[src/windowed_imu_linear_classifier_core_macros.svh]
// assertion helpers shared by the classifier rtl
`ifndef WINDOWED_IMU_LINEAR_CLASSIFIER_CORE_MACROS_SVH
`define WINDOWED_IMU_LINEAR_CLASSIFIER_CORE_MACROS_SVH

// same-cycle implication, sampled on clk, off during rst
`define WIC_ASSERT_IMP(lbl, ante, cons, msg) \
  lbl: assert property (@(posedge clk) disable iff (rst) (ante) |-> (cons)) \
    else $error(msg);

// next-cycle implication, sampled on clk, off during rst
`define WIC_ASSERT_NXT(lbl, ante, cons, msg) \
  lbl: assert property (@(posedge clk) disable iff (rst) (ante) |=> (cons)) \
    else $error(msg);

`endif

[src/wic_pkg.sv]
package wic_pkg;

  // defaults for the top-level parameters
  localparam int SEGMENTS_DEF  = 5;
  localparam int FEAT_FRAC_DEF = 8;

  // fixed field and storage widths
  localparam int SLOTS    = 6;
  localparam int SLOT_W   = 3;
  localparam int RAW_W    = 16;
  localparam int FEAT_W   = 32;
  localparam int WEIGHT_W = 24;
  localparam int CNT_W    = 16;
  localparam int DELTA_W  = 9;
  localparam int CMD_W    = 2;
  localparam int GYRO_W   = 24;

  // reading scale factors
  localparam int ACCEL_SHIFT = 14;
  localparam int GYRO_MUL    = 250;
  localparam int GYRO_SHIFT  = 15;

  // command codes
  localparam logic [CMD_W-1:0] CMD_SAMPLE = 2'd0;
  localparam logic [CMD_W-1:0] CMD_CLOSE  = 2'd1;
  localparam logic [CMD_W-1:0] CMD_LOAD   = 2'd2;

  localparam logic [CNT_W-1:0] CNT_MAX = '1;

  typedef enum logic [2:0] {
    ST_IDLE,
    ST_SMP,
    ST_AVG_RD,
    ST_AVG_DAT,
    ST_AVG_DIV,
    ST_DOT,
    ST_FIN
  } state_t;

  // feature memory control bits
  typedef struct packed {
    logic rd;
    logic wr;
    logic clr;
  } fm_ctl_t;

  // accel / 16384, truncated toward zero
  function automatic logic signed [DELTA_W-1:0] accel_scale(input logic signed [RAW_W-1:0] a);
    logic signed [RAW_W-1:0] t;
    t = a + (a[RAW_W-1] ? RAW_W'((1 << ACCEL_SHIFT) - 1) : RAW_W'(0));
    return DELTA_W'(t >>> ACCEL_SHIFT);
  endfunction

  // gyro * 250 / 32768, truncated toward zero, wide intermediate
  function automatic logic signed [DELTA_W-1:0] gyro_scale(input logic signed [RAW_W-1:0] g);
    logic signed [GYRO_W-1:0] p;
    logic signed [GYRO_W-1:0] t;
    p = GYRO_W'(g) * GYRO_W'(GYRO_MUL);
    t = p + (p[GYRO_W-1] ? GYRO_W'((1 << GYRO_SHIFT) - 1) : GYRO_W'(0));
    return DELTA_W'(t >>> GYRO_SHIFT);
  endfunction

endpackage

[src/wic_feat_mem.sv]
module wic_feat_mem
  import wic_pkg::*;
#(
  parameter int DEPTH = SEGMENTS_DEF * SLOTS,
  parameter int AW    = $clog2(SEGMENTS_DEF * SLOTS)
) (
  input  logic              clk,
  input  logic              rst,
  input  fm_ctl_t           ctl,
  input  logic [AW-1:0]     rd_addr,
  input  logic [AW-1:0]     wr_addr,
  input  logic [FEAT_W-1:0] wr_data,
  input  logic [AW-1:0]     clr_base,
  output logic [FEAT_W-1:0] rd_data
);

  logic [FEAT_W-1:0] mem [DEPTH];
  logic [DEPTH-1:0]  valid;
  logic [FEAT_W-1:0] rd_q;
  logic              rd_vld;

  // storage array and registered read
  always_ff @(posedge clk) begin
    if (ctl.wr) begin
      mem[wr_addr] <= wr_data;
    end
    if (ctl.rd) begin
      rd_q   <= mem[rd_addr];
      rd_vld <= valid[rd_addr];
    end
  end

  // valid bits: cleared by reset and by a segment clear
  always_ff @(posedge clk) begin
    if (rst) begin
      valid <= '0;
    end else begin
      if (ctl.wr) begin
        valid[wr_addr] <= 1'b1;
      end
      if (ctl.clr) begin
        for (int e = 0; e < DEPTH; e++) begin
          if (AW'(e) >= clr_base && AW'(e) < clr_base + AW'(SLOTS)) begin
            valid[e] <= 1'b0;
          end
        end
      end
    end
  end

  // an entry never written since its clear reads as zero
  assign rd_data = rd_vld ? rd_q : '0;

endmodule

[config.mk]
export PLATFORM = sky130hd
export DESIGN_NAME = wic_feat_mem
export DESIGN_NICKNAME = d
export VERILOG_FILES = /design/src/windowed_imu_linear_classifier_core_macros.svh /design/src/wic_pkg.sv /design/src/wic_feat_mem.sv
export SDC_FILE = /design/constraint.sdc
export NUM_CORES = 1
export LEC_CHECK = 0
export BUFFER_PORTS_ARGS = -buffer_cell sky130_fd_sc_hd__clkbuf_2
export CAP_MARGIN = 40
export CELL_PAD_IN_SITES_DETAIL_PLACEMENT = 1
export CELL_PAD_IN_SITES_GLOBAL_PLACEMENT = 2
export CORE_AREA = 2 2 250 313
export CTS_BUF_LIST = sky130_fd_sc_hd__clkbuf_8 sky130_fd_sc_hd__clkbuf_16
export DETAILED_ROUTE_END_ITERATION = 12
export DIE_AREA = 0 0 252 315
export PLACE_DENSITY_LB_ADDON = 0.3
export SETUP_SLACK_MARGIN = 0.3
export SLEW_MARGIN = 10
export SYNTH_ARGS = -nofsm -noshare
export SYNTH_HDL_FRONTEND = slang
export SYNTH_SLANG_ARGS = --single-unit
[constraint.sdc]
create_clock -name clk -period 7.3 [get_ports clk]
set_input_delay 0.365 -clock clk [delete_from_list [all_inputs] [get_ports clk]]
set_output_delay 0.365 -clock clk [all_outputs]
set_load 0.005 [all_outputs]
==> flow_summary.json <==
{
  "status": "completed",
  "layoutNonFillerInstCount": 3306,
  "arrival_ns": 3.05,
  "rsz0062_at_grt": "no",
  "p_leak_nw": 15.0,
  "cts_made_buffers": 93,
  "yosysTopAreaCell": "edfxtp_1",
  "wl_mm": 109,
  "multiInputGateArea_mm2": 0.00935,
  "via_count": 21300,
  "setup-violations-final": 0,
  "period_needed_ns": 2.66,
  "drtPass1Iterations": 5,
  "ctsResizeCount": 0,
  "placed_cells": 3131,
  "cpMaxStageDelayCell": "buf_8",
  "cap_violations": 0,
  "ir_drop_mv": 0.175,
  "antenna_found_initial": 5,
  "ys_ff_latch": 1023,
  "synth_nets": 2170,
  "hold_depth": 3,
  "ctsHoldBuffers": 0,
  "hold_path.class": "primary input to flop",
  "area_growth_pct": 12.3,
  "place.gp.congestion": 0.817,
  "worstPathCellList": "buf_8, buf_4, buf_16, mux4_2, nor2b_1, a211oi_1, o211ai_1",
  "clockBufferDepth": 3,
  "fin_tns_setup_ns": 0,
  "fin_nets": 2299,
  "grt_pass1_wl_mm": 156,
  "cts_tree": "done",
  "start_kind": "primary input",
  "seq_area_frac_synth": 0.757,
  "drv_slew": 0,
  "synthCells": 2112,
  "cp_data_required_time_ns": 7.69,
  "io_buffer_count": 83,
  "clk_pin_slew_ns": 0.07,
  "syn_area_per_cell_um2": 19.0,
  "drc": 0,
  "die-width_um": 252,
  "power_density_mw_per_mm2": 266,
  "drive_gt1_frac": 0.210,
  "overflow": 0,
  "slew_headroom": 0.352,
  "fmax_mhz": 376,
  "finalCritPeriodShare": 0.364,
  "wl_per_cell_um": 32.9,
  "grt_usage": 0.276,
  "ff2ff_path_depth": 4,
  "hold_ws_ns": 0.135,
  "regArea_mm2": 0.0304,
  "syn_area_mm2": 0.0402,
  "path_depth": 7,
  "root_buffer": "clkbuf_16",
  "row_count": 114,
  "yosys_warnings": 0,
  "ant_nets": 0,
  "die_y_um": 315,
  "synthArstFlopShare": 0,
  "cp_top_family": "buffers and inverters",
  "via_per_inst": 6.45,
  "ios": 84,
  "cts-htree-levels": 3,
  "synth_edf_count": 993,
  "cts_setup_buffers": 0,
  "clkLatencyLatePin_ns": 0.66,
  "hpwl_mm": 56.7,
  "synth_top_area_share": 0.742,
  "cp_num_buf_inv": 3,
  "fill_cells": 6686,
  "path_max_fanout": 89,
  "initial_core_util": 0.524,
  "finalHoldViolations": 0,
  "grt_pass1_vias": 22600,
  "drt_iter0_markers": 2276,
  "grt_start_max_net_pins": 95,
  "synthTopCellsByArea": "edfxtp_1, mux4_2, mux2i_1, a22oi_1, dfxtp_1",
  "clock_skew_ns": 0.0183,
  "synth_ff_type": "edfxtp_1",
  "dieArea_mm2": 0.0794,
  "ys_types": 64,
  "core_mm2": 0.0767,
  "cp_slowest_stage_delay_ns": 0.65,
  "cts_sinks": 1023,
  "crit_type": "primary input to flop",
  "cp-end-kind": "flop",
  "tightestPinTransition_ns": 0.972
}
==> layer usage <==
metal / routed length (um) / up-vias / GRT usage
met4: 3700 / 0 / 0.103
met2: 54800 / 904 / 0.467
met3: 7660 / 185 / 0.0376
met5: 0 / - / 0
li1: - / 8845 / -
met1: 42700 / 11400 / 0.367
==> registers in the layout (all words and copies together), names as in the netlist <==
name    flops
valid      30
mem       960
rd_vld      1
rd_q       32
==> layout make-up <==
cell class                 count  area share
sequential                  1023       0.674
multi-input combinational    965       0.207
clock buffer                  98      0.0536
tap                          986      0.0273
timing repair buffer         150      0.0249
clock inverter                74      0.0129
inverter                       8    0.000665
antenna                        2    0.000111
==> metrics by stage <==
step	cell area (um^2)	total power, mW	utilization	worst slack, ns
finish	45200	12.0	0.589	4.64
global route	45200	12.3	0.589	4.45
CTS	45100	12.1	0.588	4.62
detailed placement	42100	7.32	0.549	3.95
global placement	41900	7.27	0.546	3.87
floorplan	40200	7.04	-	4.47
==> cells by family after synthesis <==
kind of cell    Yosys count  synth area share
buf+inv                 124            0.0184
flops                  1023             0.757
compound gates          237            0.0427
fa+ha+maj                 6           0.00187
simple gates            308            0.0405
mux                     412             0.139
xor+xnor                  2          0.000623
==> power breakdown <==
part / total, mW / switching, mW / internal [mW] / leakage (nW)
logic: 0.636 / 0.408 / 0.228 / 4.19
registers: 6.56 / 0.0290 / 6.53 / 9.21
clock network: 4.83 / 2.12 / 2.71 / 1.57
total: 12.0 / 2.55 / 9.47 / 15.0
==> cells in the final DEF, fill, tap and decap left out, drive strengths merged, types with 32 or more instances in the layout <==
master  instances
nor3           32
clkbuf        177
mux2           62
a22oi         107
inv            36
mux2i         238
and2           35
nor2           91
edfxtp        993
clkinv         35
nand2          34
mux4          112
buf            71
==> synth_stat cells (all sizes together), types with 2 or more instances <==
library cell,instances
o31ai,3
nor2,91
clkbuf,40
xor2,2
a21oi,11
a2111o,2
nand3b,5
nand4,21
mux4,112
o32a,2
o22ai,23
o21bai,2
nor3,32
or3b,4
a211oi,22
nand3,23
o21a,2
and2,35
nand2b,17
dfxtp,30
mux2i,238
inv,8
nor2b,25
nor4bb,3
nor4b,3
o21ai,23
a311oi,15
edfxtp,993
a31oi,2
ha,6
o32ai,2
a22oi,107
mux2,62
o211ai,6
o221ai,5
or3,2
buf,76
nand2,34
and3,8
==> worst min-delay path, delay by kind of cell <==
| family | cells | cell delay (ns) |
|---|---|---|
| compound gates | 1 | 0.07 |
| buf+inv | 1 | 0.20 |
| simple gates | 1 | 0.10 |
==> path summary, 6_finish.rpt <==
path | slack [ns] | start | endpoint
setup / recovery | 4.64 | rd_addr[1] | rd_q[26]$_DFFE_PP_
hold / removal | 0.13 | clr_base[2] | valid[11]$_SDFF_PP0_
setup reg to reg | 5.52 | mem[16][8]$_DFFE_PP_ | rd_q[8]$_DFFE_PP_
hold reg to reg | 0.50 | valid[24]$_SDFF_PP0_ | valid[24]$_SDFF_PP0_
Note: power is estimated with default switching activity, not from simulation.
