--- config.mk ---
export PLATFORM = sky130hd
export DESIGN_NAME = wic_div
export DESIGN_NICKNAME = d
export VERILOG_FILES = /design/src/windowed_imu_linear_classifier_core_macros.svh /design/src/wic_pkg.sv /design/src/wic_div.sv
export SDC_FILE = /design/constraint.sdc
export NUM_CORES = 1
export LEC_CHECK = 0
export BUFFER_PORTS_ARGS = -buffer_cell sky130_fd_sc_hd__buf_2
export CORE_MARGIN = 1
export CORE_UTILIZATION = 57
export CTS_BUF_LIST = sky130_fd_sc_hd__clkbuf_16
export DETAILED_ROUTE_END_ITERATION = 8
export GPL_TIMING_DRIVEN = 0
export PLACE_DENSITY = 0.85
export SLEW_MARGIN = 20
export SYNTH_ARGS = -nofsm -noshare
export SYNTH_HDL_FRONTEND = slang
export SYNTH_SLANG_ARGS = --single-unit
--- constraint.sdc ---
create_clock -name clk -period 3.9 [get_ports clk]
set_clock_uncertainty 0.2 [all_clocks]
set_input_delay 0.585 -clock clk [delete_from_list [all_inputs] [get_ports clk]]
set_output_delay 0.585 -clock clk [all_outputs]
set_load 0.01 [all_outputs]
--- src/windowed_imu_linear_classifier_core_macros.svh ---
// assertion helpers shared by the classifier rtl
`ifndef WINDOWED_IMU_LINEAR_CLASSIFIER_CORE_MACROS_SVH
`define WINDOWED_IMU_LINEAR_CLASSIFIER_CORE_MACROS_SVH

// same-cycle implication, sampled on clk, off during rst
`define WIC_ASSERT_IMP(lbl, ante, cons, msg) \
  lbl: assert property (@(posedge clk) disable iff (rst) (ante) |-> (cons)) \
    else $error(msg);

// next-cycle implication, sampled on clk, off during rst
`define WIC_ASSERT_NXT(lbl, ante, cons, msg) \
  lbl: assert property (@(posedge clk) disable iff (rst) (ante) |=> (cons)) \
    else $error(msg);

`endif

--- src/wic_pkg.sv ---
package wic_pkg;

  // defaults for the top-level parameters
  localparam int SEGMENTS_DEF  = 5;
  localparam int FEAT_FRAC_DEF = 8;

  // fixed field and storage widths
  localparam int SLOTS    = 6;
  localparam int SLOT_W   = 3;
  localparam int RAW_W    = 16;
  localparam int FEAT_W   = 32;
  localparam int WEIGHT_W = 24;
  localparam int CNT_W    = 16;
  localparam int DELTA_W  = 9;
  localparam int CMD_W    = 2;
  localparam int GYRO_W   = 24;

  // reading scale factors
  localparam int ACCEL_SHIFT = 14;
  localparam int GYRO_MUL    = 250;
  localparam int GYRO_SHIFT  = 15;

  // command codes
  localparam logic [CMD_W-1:0] CMD_SAMPLE = 2'd0;
  localparam logic [CMD_W-1:0] CMD_CLOSE  = 2'd1;
  localparam logic [CMD_W-1:0] CMD_LOAD   = 2'd2;

  localparam logic [CNT_W-1:0] CNT_MAX = '1;

  typedef enum logic [2:0] {
    ST_IDLE,
    ST_SMP,
    ST_AVG_RD,
    ST_AVG_DAT,
    ST_AVG_DIV,
    ST_DOT,
    ST_FIN
  } state_t;

  // feature memory control bits
  typedef struct packed {
    logic rd;
    logic wr;
    logic clr;
  } fm_ctl_t;

  // accel / 16384, truncated toward zero
  function automatic logic signed [DELTA_W-1:0] accel_scale(input logic signed [RAW_W-1:0] a);
    logic signed [RAW_W-1:0] t;
    t = a + (a[RAW_W-1] ? RAW_W'((1 << ACCEL_SHIFT) - 1) : RAW_W'(0));
    return DELTA_W'(t >>> ACCEL_SHIFT);
  endfunction

  // gyro * 250 / 32768, truncated toward zero, wide intermediate
  function automatic logic signed [DELTA_W-1:0] gyro_scale(input logic signed [RAW_W-1:0] g);
    logic signed [GYRO_W-1:0] p;
    logic signed [GYRO_W-1:0] t;
    p = GYRO_W'(g) * GYRO_W'(GYRO_MUL);
    t = p + (p[GYRO_W-1] ? GYRO_W'((1 << GYRO_SHIFT) - 1) : GYRO_W'(0));
    return DELTA_W'(t >>> GYRO_SHIFT);
  endfunction

endpackage

--- src/wic_div.sv ---
module wic_div
  import wic_pkg::*;
#(
  parameter int FRAC = FEAT_FRAC_DEF
) (
  input  logic              clk,
  input  logic              rst,
  input  logic              start,
  input  logic [FEAT_W-1:0] dividend,
  input  logic [CNT_W-1:0]  divisor,
  output logic              done,
  output logic [FEAT_W-1:0] quotient
);

  localparam int NW = FEAT_W + FRAC;
  localparam int CW = $clog2(NW + 1);

  logic              busy;
  logic [CW-1:0]     cnt;
  logic [CNT_W-1:0]  rem;
  logic [CNT_W-1:0]  dvs;
  logic [NW-1:0]     q;
  logic              neg;
  logic [FEAT_W-1:0] mag;
  logic [CNT_W:0]    rem_sh;
  logic [CNT_W:0]    diff;
  logic              fits;

  // magnitude of the signed sum
  assign mag = dividend[FEAT_W-1] ? (~dividend + FEAT_W'(1)) : dividend;

  // one restoring step per cycle
  assign rem_sh = {rem, q[NW-1]};
  assign diff   = rem_sh - {1'b0, dvs};
  assign fits   = ~diff[CNT_W];

  // control
  always_ff @(posedge clk) begin
    if (rst) begin
      busy <= 1'b0;
      done <= 1'b0;
      cnt  <= '0;
    end else begin
      done <= busy && !start && (cnt == CW'(1));
      if (start) begin
        busy <= 1'b1;
        cnt  <= CW'(NW);
      end else if (busy) begin
        cnt <= cnt - CW'(1);
        if (cnt == CW'(1)) begin
          busy <= 1'b0;
        end
      end
    end
  end

  // datapath
  always_ff @(posedge clk) begin
    if (start) begin
      q   <= NW'(mag) << FRAC;
      rem <= '0;
      dvs <= divisor;
      neg <= dividend[FEAT_W-1];
    end else if (busy) begin
      rem <= fits ? diff[CNT_W-1:0] : rem_sh[CNT_W-1:0];
      q   <= {q[NW-2:0], fits};
    end
  end

  // truncate toward zero, keep the low word
  assign quotient = neg ? (~q[FEAT_W-1:0] + FEAT_W'(1)) : q[FEAT_W-1:0];

endmodule

==> results of run 1 <==
[Yosys cell counts (all sizes together), types with 2 or more instances]
master  instances  area [µm²]
xnor2          68         596
edfxtp         49        1470
nand2          43         161
dfxtp          32         641
nor2           32         120
o21ai          31         155
a22o           30         263
inv            26        97.6
o31ai          23         186
ha             20         250
a21oi          16        80.1
clkbuf         16        60.1
mux2i          16         160
nor3           15        85.1
or3            10        82.6
a211oi          9        67.6
buf             9        45.1
nand2b          9        63.8
o41ai           9        93.8
xor2            9        78.8
nand3           7        35.0
or4             6        56.3
a32oi           5        43.8
nor4            5        37.5
o211ai          4        35.0
a21o            3        22.5
nand3b          3        22.5
o21a            3        22.5
or2             3        18.8
a31oi           2        12.5
and3            2        12.5
nand4           2        12.5
nor2b           2        12.5
nor4b           2        17.5
o311ai          2        17.5
[path summary, 6_finish.rpt]
| kind | end | slack [ns] | depth (start not counted) |
|---|---|---|---|
| setup / recovery | quotient[31] | 0.17 | 8 |
| hold / removal | dvs[7]$_DFFE_PP_ | 0.21 | 1 |
| setup reg to reg | rem[9]$_SDFFE_PP0P_ | 0.34 | 11 |
| hold reg to reg | rem[3]$_SDFFE_PP0P_ | 0.31 | 2 |
[flip-flops by register name (all words and copies together), names as in the netlist]
register and cells:
busy 1, cnt 6, done 1, dvs 16, neg 1, q 40, rem 16
[area by class of cell]
| cell class | instances | share of cell area, % |
|---|---|---|
| clock buffer | 10 | 4.10 |
| timing repair buffer | 82 | 6.72 |
| tap | 108 | 2.21 |
| buffer | 25 | 1.72 |
| sequential | 81 | 34.6 |
| inverter | 26 | 1.60 |
| clock inverter | 6 | 1.25 |
| multi-input combinational | 400 | 47.8 |
[power by group through the flow]
stage / registers (µW) / logic (µW) / clock network (µW)
after detailed placement: 1070 / 537 / 0
after CTS: 1050 / 545 / 924
after floorplan: 1050 / 372 / 0
after global placement: 1060 / 519 / 0
after global routing: 1060 / 602 / 961
final: 1050 / 552 / 928
[metrics by stage]
step | util (%) | power [µW] | instance area, µm²
2_1_floorplan | - | 1420 | 5230
3_3_place_gp | 65.6 | 1580 | 5770
5_1_grt | 69.4 | 2620 | 6110
6_report | 69.4 | 2530 | 6110
4_1_cts | 69.3 | 2520 | 6100
3_5_place_dp | 65.6 | 1610 | 5770
[metal layers]
layer  track usage [%]  routed length, µm
met5                 0                  0
met2              48.3               6370
met1              36.7               5690
met3              3.94                896
met4              14.0                331
[cells by family after synthesis]
family / count (synthesis) / synth area share, %
muxes: 17 / 3.28
DFF: 81 / 40.4
buffers and inverters: 51 / 3.88
and+or+nand+nor: 144 / 14.5
adders and majority gates: 21 / 5.17
xor gates and xnor gates: 77 / 12.9
AOI/OAI and AO/OA: 141 / 19.8
[repair_timing]
item | in CTS | in global routing
endpoints found under the setup margin | 0 | 1
buffers inserted | 0 | 0
gates resized for setup | 0 | 1
[worst max-delay path, stage by stage, from the launching register on]
cell and delay [ns]:
edfxtp_1 0.46, or4_4 0.58, nor4_1 0.33, nand2b_1 0.19, nor3_2 0.25, nand2_1 0.18, o31ai_1 0.29, xnor2_1 0.17
buf_2 0.16
==> flow_summary.toml, run 1 <==
[routing]
wl_per_cell_um = 18.0
vias = 4613
drt-pass1-iter-count = 7
routed_wl_um = 13300
detail-route-antenna-nets = 0
drc_errors = 6
avgViaCountPerCell = 6.25
drtIter0Drc = 274

[sta]
hold_ws_ns = 0.210
slew-limit-headroom_pct = 32.3
slew_viol_final = 0
rsz0062_at_grt = "no"
final-setup-viol-count = 0
max_clock_freq_mhz = 268
tns_ns = 0
fin_crit_sh_pct = 95.7
fin_crit_ns = 3.73
hold_viol_final = 0
fin_ws_ns = 0.166
worst_slew_pin_slew_ns = 1.01

[yosys]
ys_types = 54
synth-seq-cells = 81
synth_nets = 604
syn_area_per_cell_um2 = 9.83
syn_area_um2 = 5230
yosys_most_used_dff = "edfxtp_1"
synthArstFlopShare_pct = 0
syn_inst = 532
ys_warn_count = 0
yosysSeqAreaShare_pct = 40.4
synth_edf_count = 49

[place]
dp_slack_ns = 0.502
port-buffer-count = 82
gp_congestion = 0.918
dp_cells = 722
post-dp-hpwl_um = 9610

[outcome]
violations = "design-rule violations"
run_status = "finished with violations"

[critical_path]
critical_path_arrival_ns = 2.95
cp_max_fo = 4
cp-start-kind = "register"
worstReg2RegStart = "q[39]$_DFFE_PP_"
required_ns = 3.12
critPathKind = "register to primary output"
end_kind = "primary output"
worstSetupStartpoint = "q[16]$_DFFE_PP_"

[layout]
nFillCells = 670
final_cells = 738
seq_area_um2 = 2110
area_delta_synth_final_pct = 16.8
drive_gt1_share_pct = 19.2
layout_commonest_cell = "buf_2"
layout.nets = 697
layout_common_cells = "82 x buf_2, 68 x xnor2_1, 49 x edfxtp_1"
multi_input_area_um2 = 2920
antenna_cells = 0

[clocking]
numCtsBuffers = 9
cts_htree_levels = 3
clk_latency_ns = 0.34
cts-root-buf = "clkbuf_16"
clk_pin_slew_ns = 0.07
cts_buffer_depth = 2
postCtsHoldBufs = 0
cts_sinks = 81
cts_tree = "done"

[floorplan]
die_h_um = 97.8
core_area_um2 = 8810
die-width_um = 97.8
core.rowCount = 34
start_util_pct = 59.4
die_area_um2 = 9560
ioPinCount = 84

[pwr]
ir_worst_vdd_v = 0.000246
p_leak_uw = 0.00249
switching_power_uw = 754
power.share.clock_pct = 36.7
switching_share_pct = 29.8
power_density_nw_per_um2 = 415
pwr-share-comb_pct = 21.8
power.internal_uw = 1780
p_seq_share_pct = 41.5

[run]
max_cap_viol_count = 0

[global_route]
grt_pass1_wl_um = 21900
grt_max_degree = 33
grt_antenna_before_repair = 0
grt_usage_pct = 28.7
grt_pass1_vias = 4697
overflow = 0

[min_path]
hold_start = "divisor[7]"
min_path_type = "primary input to register"
Power figures use the tool's default switching activity.
==> run 2, diff against run 1 <==
--- a/config.mk
+++ b/config.mk
@@ -5,13 +5,17 @@
 export SDC_FILE = /design/constraint.sdc
 export NUM_CORES = 1
 export LEC_CHECK = 0
+export ABC_AREA = 1
 export BUFFER_PORTS_ARGS = -buffer_cell sky130_fd_sc_hd__buf_2
+export CELL_PAD_IN_SITES_DETAIL_PLACEMENT = 1
+export CELL_PAD_IN_SITES_GLOBAL_PLACEMENT = 1
 export CORE_MARGIN = 1
-export CORE_UTILIZATION = 57
+export CORE_UTILIZATION = 42
 export CTS_BUF_LIST = sky130_fd_sc_hd__clkbuf_16
 export DETAILED_ROUTE_END_ITERATION = 8
 export GPL_TIMING_DRIVEN = 0
-export PLACE_DENSITY = 0.85
+export HOLD_SLACK_MARGIN = 0.1
+export PLACE_DENSITY = 0.86
 export SLEW_MARGIN = 20
 export SYNTH_ARGS = -nofsm -noshare
 export SYNTH_HDL_FRONTEND = slang
==> run 2 against run 1 <==
  * The flow now finishes without violations
  * Clock-buffer cell count down 1
  * Fmax up 14%
  * Worst hold slack worse by 0.0080 ns
  * Synthesized cell count up 64%
  * Critical path type unchanged
  * Largest cell class unchanged
==> flow_summary.toml, run 2 <==
[global_route]
overflow = 0
grt_antenna_before_repair = 0
grt_pass1_vias = 6080
grt_usage_pct = 25.6
grt_max_degree = 41
grt_pass1_wl_um = 29400

[sta]
worst_slew_pin_slew_ns = 0.668
fin_crit_ns = 3.26
rsz0062_at_grt = "no"
tns_ns = 0
max_clock_freq_mhz = 306
fin_crit_sh_pct = 83.7
slew-limit-headroom_pct = 55.5
hold_viol_final = 0
final-setup-viol-count = 0
slew_viol_final = 0
fin_ws_ns = 0.636

[critical_path]
critPathKind = "register to primary output"
cp_max_fo = 4
cp-start-kind = "register"
end_kind = "primary output"
required_ns = 3.12
reg2reg_slack_ns = 1.28
critical_path_arrival_ns = 2.48

[layout]
layout_common_cells = "245 x nand2_1, 152 x inv_1, 86 x buf_2"
antenna_cells = 0
seq_area_um2 = 2110
largest_reg_flops = 40
multi_input_area_um2 = 3230
area_delta_synth_final_pct = 15.5
regMostFlops = "q"
layout.nets = 1036
drive_gt1_share_pct = 17.6
reg_top3 = "q x40, dvs x16, rem x16"
layout_commonest_cell = "nand2_1"
nFillCells = 1892

[yosys]
synth_edf_count = 49
syn_area_per_cell_um2 = 6.96
syn_area_um2 = 6050
synth-seq-cells = 81
synth_commonest_cells = "245 x nand2_1, 151 x inv_1, 64 x nor2_1"
syn_inst = 870
ys_warn_count = 0
ys_types = 45
yosysSeqAreaShare_pct = 34.9
yosys_most_used_dff = "edfxtp_1"
synthTopCellsByArea = "edfxtp_1 24%, nand2_1 15%, dfxtp_1 11%, inv_1 9.4%, ha_1 4.1%"
yosysTopAreaCell = "edfxtp_1"
synth_nets = 942
synthArstFlopShare_pct = 0
yosysMostFrequentCell = "nand2_1"
synth_top_area_share_pct = 24.3

[run]
max_cap_viol_count = 0

[pwr]
p_leak_uw = 0.00352
power_density_nw_per_um2 = 340
ir_worst_vdd_v = 0.000191

[clocking]
cts_resized = 0
clk_pin_slew_ns = 0.07
post_cts_buffers = 0
postCtsHoldBufs = 0
cts_sinks = 81
cts-root-buf = "clkbuf_16"
cts_buffer_depth = 2
cts_htree_levels = 3
cts_tree = "done"
clk_latency_ns = 0.35
numCtsBuffers = 9

[routing]
drtIter0Drc = 339
avgViaCountPerCell = 5.21
drt-pass1-iter-count = 5
routed_wl_um = 18200
vias = 5989
wl_per_cell_um = 15.8
drc_errors = 0
detail-route-antenna-nets = 0

[floorplan]
die-width_um = 122
ioPinCount = 84
start_util_pct = 43.3
die_h_um = 122
core_area_um2 = 14000
core.rowCount = 43
die_area_um2 = 14900

[place]
port-buffer-count = 83
post-dp-hpwl_um = 13800
dp_slack_ns = 0.958
gp_congestion = 0.869

[outcome]
run_status = "complete, no violations"

[min_path]
min_path_type = "primary input to register"
-- run 2: final timing paths --
check,startpoint,end,cells after the start
max,q[0]$_SDFFE_PP0P_,quotient[28],11
min,divisor[4],dvs[4]$_DFFE_PP_,1
max reg2reg,dvs[0]$_DFFE_PP_,rem[2]$_SDFFE_PP0P_,15
min reg2reg,rem[11]$_SDFFE_PP0P_,rem[11]$_SDFFE_PP0P_,2
-- run 2: report_power, final --
| group | internal, µW | total (µW) | switching (µW) |
|---|---|---|---|
| combinational | 162 | 488 | 326 |
| sequential | 975 | 1010 | 38.5 |
| clock | 497 | 879 | 382 |
-- run 2: stage by stage --
step | cells | hold slack, ns | instance area, µm² | utilization [%] | total power [µW]
finish | 1149 | 0.202 | 6990 | 50.0 | 2380
global route | 1149 | 0.200 | 6990 | 50.0 | 2480
CTS | 1149 | 0.195 | 6990 | 50.0 | 2390
detailed placement | 1133 | 0.265 | 6700 | 47.9 | 1510
global placement | 1133 | 0.264 | 6700 | 47.9 | 1490
floorplan | 870 | 0.248 | 6050 | - | 1320
-- run 2: routing by layer --
| layer | GRT usage (%) | up-vias | wire length [µm] |
|---|---|---|---|
| li1 | - | 2970 | - |
| met1 | 31.5 | 2856 | 8010 |
| met2 | 45.2 | 133 | 8960 |
| met3 | 3.09 | 30 | 729 |
| met4 | 9.76 | 0 | 472 |
| met5 | 0 | - | 0 |
-- run 2: kinds of logic after synthesis --
group	Yosys count	share of synthesized area, %
and+or+nand+nor	448	33.9
buffers and inverters	179	11.7
AOI/OAI and AO/OA	108	10.3
DFF	81	34.9
xor gates and xnor gates	33	4.77
adders and majority gates	21	4.46
-- run 2: layout make-up --
type	instances	area share, %
clock buffer	9	3.22
multi-input combinational	610	46.2
sequential	81	30.2
tap	180	3.22
timing repair buffer	83	5.94
inverter	158	8.50
clock inverter	7	1.00
buffer	21	1.68
-- run 2: worst max-delay path, stage by stage, from the launching register on --
cell,delay [ns]
dfxtp_1,0.33
inv_1,0.13
ha_1,0.18
inv_1,0.08
nor3_4,0.19
nand3_1,0.18
nor2_2,0.19
nand2_1,0.11
o21ai_2,0.20
nand2_1,0.09
xor2_1,0.25
buf_2,0.19
